**config.mk**
```make
export PLATFORM = sky130hd
export DESIGN_NAME = lru_key_value_cache
export DESIGN_NICKNAME = d
export VERILOG_FILES = /design/src/rtl/lkv_pkg.sv /design/src/rtl/lru_key_value_cache.sv /design/src/rtl/lkv_ram.sv /design/src/rtl/lkv_ctrl.sv /design/src/rtl/lkv_dpath.sv
export SDC_FILE = /design/constraint.sdc
export NUM_CORES = 2
export LEC_CHECK = 0
export ABC_AREA = 1
export BUFFER_PORTS_ARGS = -buffer_cell sky130_fd_sc_hd__clkbuf_2
export CAP_MARGIN = 20
export CELL_PAD_IN_SITES_DETAIL_PLACEMENT = 0
export CELL_PAD_IN_SITES_GLOBAL_PLACEMENT = 1
export CORE_UTILIZATION = 55
export DETAILED_ROUTE_END_ITERATION = 6
export PLACE_DENSITY = 0.88
export SETUP_SLACK_MARGIN = 0.1
export SLEW_MARGIN = 20
export SYNTH_ARGS = -nofsm -noshare
export SYNTH_HDL_FRONTEND = slang
export SYNTH_SLANG_ARGS = --single-unit
```
**constraint.sdc**
```tcl
create_clock -name clk -period 8.1 [get_ports clk]
set_input_delay 1.62 -clock clk [delete_from_list [all_inputs] [get_ports clk]]
set_output_delay 1.62 -clock clk [all_outputs]
set_load 0.01 [all_outputs]
```
**src/rtl/lkv_pkg.sv**
```systemverilog
// Shared types and constants for the LRU key/value cache.
// Used by the controller, the datapath and the top level; no dependencies.
`timescale 1ns / 1ps

package lkv_pkg;

  // Operation codes carried on the command field.
  typedef enum logic {
    CMD_GET = 1'b0,
    CMD_PUT = 1'b1
  } lkv_cmd_t;

  localparam int CAP_W = 5;
  localparam int DATA_W = 32;

  // Capacity after reset, and read data returned by a get that misses.
  localparam logic [CAP_W-1:0] CAP_RESET = 5'd16;
  localparam logic [DATA_W-1:0] MISS_DATA = 32'hFFFF_FFFF;

  // Controller to datapath commands.
  typedef struct packed {
    logic load_item;
    logic match_en;
    logic apply_en;
    logic trim_en;
    logic out_load;
  } lkv_ctrl_t;

  // Datapath to controller status.
  typedef struct packed {
    logic is_put;
  } lkv_stat_t;

endpackage

```
**src/rtl/lru_key_value_cache.sv**
```systemverilog
// The controller runs match, update and result steps in turn for each item, and
// for a put a capacity-eviction step between update and result; a new item is
// accepted only after the result step of the last one.
// A waiting result does not block the next item until the result step.
// Reset (synchronous, active low) empties the store and sets capacity to 16.
`timescale 1ns / 1ps

module lru_key_value_cache import lkv_pkg::*; #(
  parameter int MAX_ENTRIES = 16
) (
  input  logic               clk,
  input  logic               rst_n,
  input  logic               in_valid,
  output logic               in_stall,
  input  logic               in_command,
  input  logic signed [31:0] in_lookup_key,
  input  logic signed [31:0] in_store_value,
  output logic               out_valid,
  input  logic               out_stall,
  output logic               out_found,
  output logic signed [31:0] out_read_data,
  input  logic               cfg_valid,
  output logic               cfg_ready,
  input  logic [4:0]         cfg_active_capacity
);

  lkv_ctrl_t ctrl;
  lkv_stat_t stat;

  // The capacity register accepts a write in any cycle.
  assign cfg_ready = 1'b1;

  lkv_ctrl u_ctrl (
    .clk       (clk),
    .rst_n     (rst_n),
    .in_valid  (in_valid),
    .in_stall  (in_stall),
    .out_valid (out_valid),
    .out_stall (out_stall),
    .stat      (stat),
    .ctrl      (ctrl)
  );

  lkv_dpath #(
    .MAX_ENTRIES (MAX_ENTRIES)
  ) u_dpath (
    .clk                 (clk),
    .rst_n               (rst_n),
    .ctrl                (ctrl),
    .stat                (stat),
    .in_command          (in_command),
    .in_lookup_key       (in_lookup_key),
    .in_store_value      (in_store_value),
    .cfg_we              (cfg_valid && cfg_ready),
    .cfg_active_capacity (cfg_active_capacity),
    .out_found           (out_found),
    .out_read_data       (out_read_data)
  );

endmodule

```
**src/rtl/lkv_ram.sv**
```systemverilog
// Generic single-write, single-read RAM with a registered read port.
// No dependencies.
`timescale 1ns / 1ps

module lkv_ram #(
  parameter int WIDTH = 32,
  parameter int DEPTH = 16
) (
  input  logic                                    clk,
  input  logic                                    we,
  input  logic [((DEPTH > 1) ? $clog2(DEPTH) : 1)-1:0] waddr,
  input  logic [WIDTH-1:0]                        wdata,
  input  logic                                    re,
  input  logic [((DEPTH > 1) ? $clog2(DEPTH) : 1)-1:0] raddr,
  output logic [WIDTH-1:0]                        rdata
);

  logic [WIDTH-1:0] mem_r [DEPTH];
  logic [WIDTH-1:0] rdata_r;

  // Write port.
  always_ff @(posedge clk) begin
    if (we) begin
      mem_r[waddr] <= wdata;
    end
  end

  // Registered read port; the data holds until the next read.
  always_ff @(posedge clk) begin
    if (re) begin
      rdata_r <= mem_r[raddr];
    end
  end

  assign rdata = rdata_r;

endmodule

```
**src/rtl/lkv_ctrl.sv**
```systemverilog
// Sequencing state machine for the LRU key/value cache.
// Depends on lkv_pkg for the command and status structs.
`timescale 1ns / 1ps

module lkv_ctrl import lkv_pkg::*; (
  input  logic      clk,
  input  logic      rst_n,
  input  logic      in_valid,
  output logic      in_stall,
  output logic      out_valid,
  input  logic      out_stall,
  input  lkv_stat_t stat,
  output lkv_ctrl_t ctrl
);

  typedef enum logic [2:0] {
    S_IDLE,
    S_MATCH,
    S_APPLY,
    S_TRIM,
    S_DONE
  } state_t;

  state_t state_r, state_nxt;
  logic   out_valid_r, out_valid_nxt;
  logic   out_free;

  assign in_stall = (state_r != S_IDLE);
  assign out_free = !out_valid_r || !out_stall;

  // Commands follow from the current state, with in_valid and output space.
  always_comb begin
    ctrl.load_item = (state_r == S_IDLE) && in_valid;
    ctrl.match_en  = (state_r == S_MATCH);
    ctrl.apply_en  = (state_r == S_APPLY);
    ctrl.trim_en   = (state_r == S_TRIM);
    ctrl.out_load  = (state_r == S_DONE) && out_free;
  end

  // Next state: puts take an extra step for the over-capacity eviction.
  always_comb begin
    state_nxt = state_r;
    case (state_r)
      S_IDLE: begin
        if (in_valid) state_nxt = S_MATCH;
      end
      S_MATCH: state_nxt = S_APPLY;
      S_APPLY: begin
        state_nxt = stat.is_put ? S_TRIM : S_DONE;
      end
      S_TRIM: state_nxt = S_DONE;
      S_DONE: begin
        if (out_free) state_nxt = S_IDLE;
      end
      default: state_nxt = S_IDLE;
    endcase
  end

  // Output valid is set on a result load and cleared once the transaction completes.
  always_comb begin
    out_valid_nxt = out_valid_r;
    if (ctrl.out_load) begin
      out_valid_nxt = 1'b1;
    end else if (!out_stall) begin
      out_valid_nxt = 1'b0;
    end
  end

  always_ff @(posedge clk) begin
    if (!rst_n) begin
      state_r     <= S_IDLE;
      out_valid_r <= 1'b0;
    end else begin
      state_r     <= state_nxt;
      out_valid_r <= out_valid_nxt;
    end
  end

  assign out_valid = out_valid_r;

  // A result is only loaded into a free output register.
  a_load_free: assert property (@(posedge clk) disable iff (!rst_n)
    ctrl.out_load |-> (!out_valid_r || !out_stall))
    else $error("result loaded over a pending transaction");

  // Every accepted item reaches the eviction or result step after its match and update steps.
  a_accept_done: assert property (@(posedge clk) disable iff (!rst_n)
    ctrl.load_item |=> ##2 (state_r == S_TRIM || state_r == S_DONE))
    else $error("item did not reach completion on schedule");

  // An eviction step is only taken for a put.
  a_trim_put: assert property (@(posedge clk) disable iff (!rst_n)
    ctrl.trim_en |-> $past(stat.is_put))
    else $error("eviction step entered for a get");

endmodule

```
**src/rtl/lkv_dpath.sv**
```systemverilog
// Datapath of the LRU key/value cache: key CAM, recency ranks, value RAM.
// Depends on lkv_pkg and instantiates lkv_ram.
`timescale 1ns / 1ps

module lkv_dpath import lkv_pkg::*; #(
  parameter int MAX_ENTRIES = 16
) (
  input  logic               clk,
  input  logic               rst_n,
  input  lkv_ctrl_t          ctrl,
  output lkv_stat_t          stat,
  input  logic               in_command,
  input  logic signed [31:0] in_lookup_key,
  input  logic signed [31:0] in_store_value,
  input  logic               cfg_we,
  input  logic [4:0]         cfg_active_capacity,
  output logic               out_found,
  output logic signed [31:0] out_read_data
);

  localparam int IW   = (MAX_ENTRIES > 1) ? $clog2(MAX_ENTRIES) : 1;
  localparam int CW   = $clog2(MAX_ENTRIES + 1);
  localparam int CMPW = (CW > CAP_W) ? CW : CAP_W;
  localparam logic [CMPW-1:0] MAX_CMP = CMPW'(MAX_ENTRIES);

  // Item registers.
  lkv_cmd_t          cmd_r;
  logic [DATA_W-1:0] key_r;
  logic [DATA_W-1:0] val_r;
  logic [CAP_W-1:0]  cap_r;

  // Entry state.
  logic [DATA_W-1:0]      keys_r [MAX_ENTRIES];
  logic [MAX_ENTRIES-1:0] valid_r, valid_nxt;
  logic [IW-1:0]          rank_r [MAX_ENTRIES];
  logic [IW-1:0]          rank_nxt [MAX_ENTRIES];
  logic [CW-1:0]          count_r, count_nxt;

  // Match results.
  logic                   hit_r, full_r;
  logic [MAX_ENTRIES-1:0] slot_oh_r;
  logic [IW-1:0]          slot_idx_r;
  logic [IW-1:0]          hit_rank_r;

  logic [MAX_ENTRIES-1:0] hit_oh, victim_oh, free_oh, slot_oh;
  logic [IW-1:0]          slot_idx, hit_rank, last_rank;
  logic                   hit, full;
  logic [CMPW-1:0]        cap_eff;
  logic                   over_cap;

  logic [DATA_W-1:0] ram_rdata;
  logic              ram_we, ram_re;

  logic              out_found_r;
  logic [DATA_W-1:0] out_data_r;

  assign stat.is_put = (cmd_r == CMD_PUT);

  // Capture the accepted transaction.
  always_ff @(posedge clk) begin
    if (ctrl.load_item) begin
      cmd_r <= lkv_cmd_t'(in_command);
      key_r <= in_lookup_key;
      val_r <= in_store_value;
    end
  end

  // Capacity register.
  always_ff @(posedge clk) begin
    if (!rst_n) begin
      cap_r <= CAP_RESET;
    end else if (cfg_we) begin
      cap_r <= cfg_active_capacity;
    end
  end

  // Parallel key compare, least-recent lane and lowest free lane.
  always_comb begin
    last_rank = IW'(count_r - CW'(1));
    hit_oh    = '0;
    victim_oh = '0;
    hit_rank  = '0;
    for (int i = 0; i < MAX_ENTRIES; i++) begin
      hit_oh[i]    = valid_r[i] && (keys_r[i] == key_r);
      victim_oh[i] = valid_r[i] && (rank_r[i] == last_rank);
      if (hit_oh[i]) hit_rank = hit_rank | rank_r[i];
    end
    free_oh = ~valid_r & (valid_r + MAX_ENTRIES'(1));
    full    = &valid_r;
    hit     = |hit_oh;
    slot_oh = hit ? hit_oh : (full ? victim_oh : free_oh);
    slot_idx = '0;
    for (int i = 0; i < MAX_ENTRIES; i++) begin
      if (slot_oh[i]) slot_idx = slot_idx | IW'(i);
    end
  end

  always_ff @(posedge clk) begin
    if (ctrl.match_en) begin
      hit_r      <= hit;
      full_r     <= full;
      slot_oh_r  <= slot_oh;
      slot_idx_r <= slot_idx;
      hit_rank_r <= hit_rank;
    end
  end

  // Effective capacity is clamped to the store size.
  always_comb begin
    cap_eff  = (CMPW'(cap_r) > MAX_CMP) ? MAX_CMP : CMPW'(cap_r);
    over_cap = CMPW'(count_r) > cap_eff;
  end

  // Recency and occupancy update: touch on a hit, insert on a put miss,
  // then drop the least recent entry when a put leaves the store over capacity.
  // A put that replaced an entry of a full store has already evicted one.
  always_comb begin
    valid_nxt = valid_r;
    count_nxt = count_r;
    for (int i = 0; i < MAX_ENTRIES; i++) begin
      rank_nxt[i] = rank_r[i];
    end
    if (ctrl.apply_en) begin
      if (hit_r) begin
        for (int i = 0; i < MAX_ENTRIES; i++) begin
          if (slot_oh_r[i]) begin
            rank_nxt[i] = '0;
          end else if (valid_r[i] && (rank_r[i] < hit_rank_r)) begin
            rank_nxt[i] = rank_r[i] + IW'(1);
          end
        end
      end else if (cmd_r == CMD_PUT) begin
        for (int i = 0; i < MAX_ENTRIES; i++) begin
          if (slot_oh_r[i]) begin
            valid_nxt[i] = 1'b1;
            rank_nxt[i]  = '0;
          end else if (valid_r[i]) begin
            rank_nxt[i] = rank_r[i] + IW'(1);
          end
        end
        if (!full_r) count_nxt = count_r + CW'(1);
      end
    end else if (ctrl.trim_en && over_cap && (hit_r || !full_r)) begin
      for (int i = 0; i < MAX_ENTRIES; i++) begin
        if (victim_oh[i]) begin
          valid_nxt[i] = 1'b0;
          rank_nxt[i]  = '0;
        end
      end
      count_nxt = count_r - CW'(1);
    end
  end

  always_ff @(posedge clk) begin
    if (!rst_n) begin
      valid_r <= '0;
      count_r <= '0;
      for (int i = 0; i < MAX_ENTRIES; i++) begin
        rank_r[i] <= '0;
      end
    end else begin
      valid_r <= valid_nxt;
      count_r <= count_nxt;
      for (int i = 0; i < MAX_ENTRIES; i++) begin
        rank_r[i] <= rank_nxt[i];
      end
    end
  end

  // Key store: a put that misses writes its key into the chosen lane.
  always_ff @(posedge clk) begin
    for (int i = 0; i < MAX_ENTRIES; i++) begin
      if (ctrl.apply_en && (cmd_r == CMD_PUT) && !hit_r && slot_oh_r[i]) begin
        keys_r[i] <= key_r;
      end
    end
  end

  // Value store: puts write the slot, get hits read it.
  assign ram_we = ctrl.apply_en && (cmd_r == CMD_PUT);
  assign ram_re = ctrl.apply_en && (cmd_r == CMD_GET) && hit_r;

  lkv_ram #(
    .WIDTH (DATA_W),
    .DEPTH (MAX_ENTRIES)
  ) u_value_ram (
    .clk   (clk),
    .we    (ram_we),
    .waddr (slot_idx_r),
    .wdata (val_r),
    .re    (ram_re),
    .raddr (slot_idx_r),
    .rdata (ram_rdata)
  );

  // Result register.
  always_ff @(posedge clk) begin
    if (ctrl.out_load) begin
      out_found_r <= hit_r;
      if (cmd_r == CMD_PUT) begin
        out_data_r <= '0;
      end else begin
        out_data_r <= hit_r ? ram_rdata : MISS_DATA;
      end
    end
  end

  assign out_found     = out_found_r;
  assign out_read_data = out_data_r;

  // The fill count always matches the number of valid entries.
  a_count_valid: assert property (@(posedge clk) disable iff (!rst_n)
    $countones(valid_r) == int'(count_r))
    else $error("entry count out of step with valid entries");

  // Keys of valid entries are unique, so at most one lane matches.
  a_hit_unique: assert property (@(posedge clk) disable iff (!rst_n)
    ctrl.apply_en |-> $onehot0(slot_oh_r) && (!hit_r || $onehot(slot_oh_r)))
    else $error("multiple lanes selected for one transaction");

  // A put that misses in a store with a free lane grows the count by one.
  a_insert_grow: assert property (@(posedge clk) disable iff (!rst_n)
    (ctrl.apply_en && (cmd_r == CMD_PUT) && !hit_r && !full_r)
      |=> (int'(count_r) == int'($past(count_r)) + 1))
    else $error("insert did not grow the entry count");

endmodule

```
* Word level (Yosys, flattened, before mapping)
Memories as Yosys holds them, arrays and structs flattened. A register that Yosys moved wholly into a read port is not among the register bits.
Index checks and enable logic that the tools add are counted.
** Operators by class
- Multiplexer cells :: 214
- Add/subtract/negate cells :: 19
- Order comparisons :: 18
- Bitwise logic cells :: 34
- Reduce and logical (&&, ||, !) cells :: 120
- Equality and inequality tests :: 58
** Operators with widths (count)
- == test 32 bit :: 16
- 2-to-1 mux 4 bit :: 112
- 2-to-1 mux 64 bit :: 4
- 2-to-1 mux 16 bit :: 6
- AND reduction 5 bit :: 16
- 2-to-1 mux 1 bit :: 73
- logical AND 1 bit :: 72
- adder 4 x 1 -> 4 bit, second input constant :: 16
- == test 4 bit :: 16
- less-than comparator 4 bit :: 16
- OR 4 bit :: 15
- != test 2 bit, second input constant :: 20
- nonzero test 2 bit :: 17
- 2-to-1 mux 32 bit :: 1
- 2-to-1 mux 5 bit :: 6
- 2-to-1 mux 3 bit :: 7
- adder 16 x 1 -> 16 bit, second input constant :: 1
- AND 16 bit :: 1
- NOT 16 bit :: 1
- OR 1 bit :: 16
- AND reduction 16 bit :: 1
- OR reduction 16 bit :: 1
- case mux 3 bit (5 select lines) :: 1
- 2-to-1 mux 2 bit :: 4
- 18 further kinds :: 24
** Storage, ports and cells
- Memories :: 3
- RAM bits :: 1088
- Input bits :: 75
- Output and inout bits :: 36
- Bits in registers :: 154
** Memory list
- u_dpath.keys_r :: words 16, width 32, read ports 16, clocked after memory_dff 0, wr ports 16, line lkv_dpath.sv:33 : logic [DATA_W-1:0] keys_r [MAX_ENTRIES];
- u_dpath.u_value_ram.mem_r :: words 16, width 32, read ports 1, clocked after memory_dff 1, wr ports 1, line lkv_ram.sv:18 : logic [WIDTH-1:0] mem_r [DEPTH];
- u_dpath.rank_r :: words 16, width 4, read ports 16, clocked after memory_dff 0, wr ports 16, line lkv_dpath.sv:35 : logic [IW-1:0] rank_r [MAX_ENTRIES];

* Logic depth before layout (Yosys ltp)
An unclocked memory read counts as a cell.
- Depth in word-level cells :: 34
- Depth in mapped cells :: 20

* Modules after synthesis
A second synthesis with hierarchy kept.
** Unflattened totals
- Cell total of the unflattened synthesis :: 5722
- Area total of the unflattened synthesis :: 57924.3 um2
** By module, submodules not included
- lkv_dpath :: times used 1, cells each 3564, area an instance 34629.5 um2
- lkv_ram :: times used 1, cells each 2120, area an instance 23050.9 um2
- lkv_ctrl :: times used 1, cells each 36, area an instance 232.7 um2
- lru_key_value_cache :: times used 1, cells each 2, area an instance 11.3 um2

* Worst setup path after synthesis
No wires, ideal clock.
- Path type :: input -> register
- Start point :: input in_valid
- End point :: register u_dpath.key_r[0], enable pin
- Setup time :: 489 ps
- Path slack :: 3256 ps
- Arrival time :: 4356 ps
- Stages :: 2
- Required time :: 7611 ps
- Cell sequence :: inv_1 > nor2_1
** RTL lines
- from (decl) :: line lru_key_value_cache.sv:13 : input logic in_valid,
- to (signal assigned) :: line lkv_dpath.sv:63 : key_r <= in_lookup_key;
- to (decl) :: line lkv_dpath.sv:28 : logic [DATA_W-1:0] key_r;

==> impl_metrics.py <==
metrics = {
    "routing": {
        "drt_iter0_drc": 5058,
        "drt_wl_total_mm": 149,
        "wire_per_inst_um": 24.3,
        "dr.pass1.iters": 6,
        "vias": 37044,
        "drc_errors": 0,
        "ant_nets": 0,
        "via_per_inst": 6.03,
    },
    "grt": {
        "grt_overflow": 0,
        "grt_pass1_wl_mm": 219,
        "busiest_layer": "met2",
        "gr-usage-all-layers": 0.298,
        "grt_pass1_vias": 35241,
        "grt_use_met2": 0.478,
        "met3_usage": 0.0490,
        "grt_max_degree": 85,
        "met1_usage": 0.409,
        "grt_antenna_before_repair": 3,
    },
    "critical_path": {
        "crit_fanout": 33,
        "critical_path_class": "reg2reg",
        "cp-startpoint": "u_dpath.count_r[0]",
        "critPathRequiredTime_ps": 8460,
        "cp-end-kind": "flop",
        "cp.arrival_ps": 4540,
        "r2r-start": "u_dpath.count_r[0]",
        "start_kind": "flop",
    },
    "yosys": {
        "synth_warnings": 0,
        "synth_nets": 4780,
        "yosysUniqueCellTypes": 54,
        "async_flop_share": 0,
        "syn_area_um2": 54500,
        "synthFlopType": "edfxtp_1",
        "syn_avg_cell_area_um2": 11.8,
        "synthCells": 4634,
        "ys_seq_area_frac": 0.685,
        "ys_seq_elements": 1274,
        "synth_edf_count": 1180,
    },
    "sta": {
        "hold_violations": 0,
        "slew_viol_final": 0,
        "maxSlewHeadroom": 0.232,
        "tns_ps": 0,
        "finalSetupViolations": 0,
        "post-route-period-util": 0.516,
        "fmax_mhz": 239,
        "fin_skew_ps": 23.9,
        "tightest_slew_ps": 1150,
        "fin_crit_ps": 4180,
        "rsz0062_at_grt": "false",
    },
    "clock_network": {
        "cts_hold_buf": 0,
        "cts_root_buf": "clkbuf_16",
        "clk_path_buf_depth": 3,
        "cts_sinks": 1274,
        "cts_tree": "yes",
        "numCtsBuffers": 130,
        "cts-resized-gates": 0,
        "clk_latency_ps": 750,
        "cts_setup_buffers": 0,
        "clk_pin_slew_ps": 60,
        "cts_max_level": 4,
    },
    "die": {
        "dieHeight_um": 317,
        "die_w_um": 317,
        "start_util": 0.554,
        "die_area_um2": 100000,
        "rows": 115,
        "num_io_pins": 111,
        "fp.coreArea_um2": 98300,
    },
    "placement": {
        "dp_hpwl_mm": 86.3,
        "placed_cells": 5920,
        "gp_congestion": 0.969,
        "port_buffers": 109,
        "dpl_cell_area_um2": 56500,
    },
    "flow_run": {
        "drv_cap": 0,
    },
    "final_layout": {
        "instances_no_fill": 6144,
        "drive_gt1_frac": 0.0931,
        "final_util": 0.615,
        "layout.nets": 4911,
        "syn_to_final_growth_pct": 11.0,
        "fin_area_um2": 60500,
    },
    "power": {
        "leakage_nw": 21.5,
        "powerDensity_nw_per_um2": 244,
        "vdd_drop_max_v": 0.000241,
    },
    "outcome": {
        "status": "finished, final reports clean",
    },
    "min_path": {
        "hp-class": "reg2reg",
        "hold_start": "u_dpath.cap_r[0]",
    },
}
==> worst paths after layout <==
| path | cells past startpoint | slack [ps] | endpoint |
|---|---|---|---|
| worst max register to register | 11 | 3920 | u_dpath.keys_r[1][240] |
| worst min-delay path | 2 | 480 | u_dpath.cap_r[0] |
| worst min register to register | 2 | 480 | u_dpath.cap_r[0] |
| worst max-delay path | 11 | 3920 | u_dpath.keys_r[1][240] |
==> report_power, final <==
part,internal (mW),switching [mW],total [mW]
Combinational,0.388,1.18,1.57
Clock,3.17,2.46,5.63
Sequential,7.43,0.122,7.55
Total,11.0,3.76,14.8
==> cell type report <==
type	count	area (um^2)
clock buffer	162	3390
multi-input combinational	2800	15100
inverter	380	1440
tap	1287	1610
fill	7479	37800
antenna	1	2.50
clock inverter	61	526
sequential	1274	37300
timing repair buffer	179	1070
==> placed cells by master (no fill, tap or decap), types with 30 or more instances in the layout <==
cell and n:
nor2_4 39, xnor2_1 94, nor2_1 403, or4_1 32
clkbuf_1 31, nand3_1 84, o22ai_1 48, dfxtp_1 94
nand2_1 895, clkbuf_2 109, inv_1 347, ha_1 71
o211ai_1 37, xor2_1 79, buf_4 70, a22oi_1 256
o21ai_0 233, a21oi_1 242, nor3_1 69, clkbuf_16 131
o21ai_1 59, nand4_1 30, edfxtp_1 1180
==> kinds of logic after synthesis <==
group	share of synthesized area
compound gates	0.103
xor+xnor	0.0278
fa+ha+maj	0.0163
buf+inv	0.0432
flops	0.685
other cells	0.0000688
simple gates	0.125
==> state kept, by name, summed over array words and instances, names as in the netlist, 3 cells and up <==
signal and count:
u_dpath.slot_oh_r 16, u_dpath.u_value_ram.mem_r 512, u_dpath.count_r 5, u_dpath.u_value_ram.rdata 32
u_dpath.key_r 32, u_dpath.valid_r 16, u_dpath.keys_r 512, u_dpath.cap_r 5
u_dpath.hit_rank_r 4, u_dpath.out_read_data 32, u_dpath.slot_idx_r 4, u_dpath.rank_r 64
u_dpath.val_r 32, u_ctrl.state_r 3
==> worst max-delay path, cell delays in order, from the launching register on <==
cell	delay, ps
dfxtp_1	310
buf_4	290
inv_2	240
ha_1	940
inv_2	290
nand2_1	140
o2111ai_1	120
nor3_1	140
o21ai_0	160
a21oi_1	230
nand2_1	150
nor2_4	750
==> synth_stat cells, types with 3 or more instances <==
cell / count / area, um^2
o22ai_1: 48 / 300
edfxtp_1: 1180 / 35400
a21boi_0: 15 / 113
xnor2_1: 94 / 823
nand4_1: 30 / 188
buf_2: 46 / 230
nor3b_1: 26 / 195
buf_1: 6 / 22.5
nand2_1: 897 / 3370
dfxtp_1: 94 / 1880
nor4_1: 10 / 62.6
or2_2: 3 / 18.8
buf_6: 9 / 101
a211oi_1: 18 / 135
nand3_1: 84 / 420
a21oi_1: 243 / 1220
inv_2: 24 / 90.1
nand3_2: 13 / 130
nor2_1: 440 / 1650
nand3b_1: 3 / 22.5
o221ai_1: 5 / 43.8
nand2_2: 5 / 31.3
clkbuf_1: 87 / 327
buf_4: 32 / 240
nor2_4: 3 / 33.8
o21ai_0: 233 / 1170
inv_1: 350 / 1310
o21a_1: 7 / 52.6
a22oi_1: 256 / 1920
xor2_1: 79 / 692
nor3_1: 69 / 345
or2_1: 3 / 18.8
or4_1: 32 / 240
ha_1: 71 / 888
clkinv_1: 3 / 11.3
o21ai_1: 59 / 295
o211ai_1: 37 / 278
==> through the flow <==
stage	setup slack [ps]	power, mW	hold WS [ps]
2_1_floorplan	3260	8.60	444
3_3_place_gp	4060	9.21	462
3_5_place_dp	4000	9.23	481
4_1_cts	3990	14.8	487
5_1_grt	3630	15.2	506
6_report	3920	14.8	481
==> routing by layer <==
metal / share of wire / vias to the layer above
met5: 0.00018 / -
met4: 0.036 / 4
met3: 0.099 / 323
met2: 0.47 / 2073
met1: 0.39 / 17919
li1: - / 16725
Note: power is estimated with default switching activity, not from simulation.
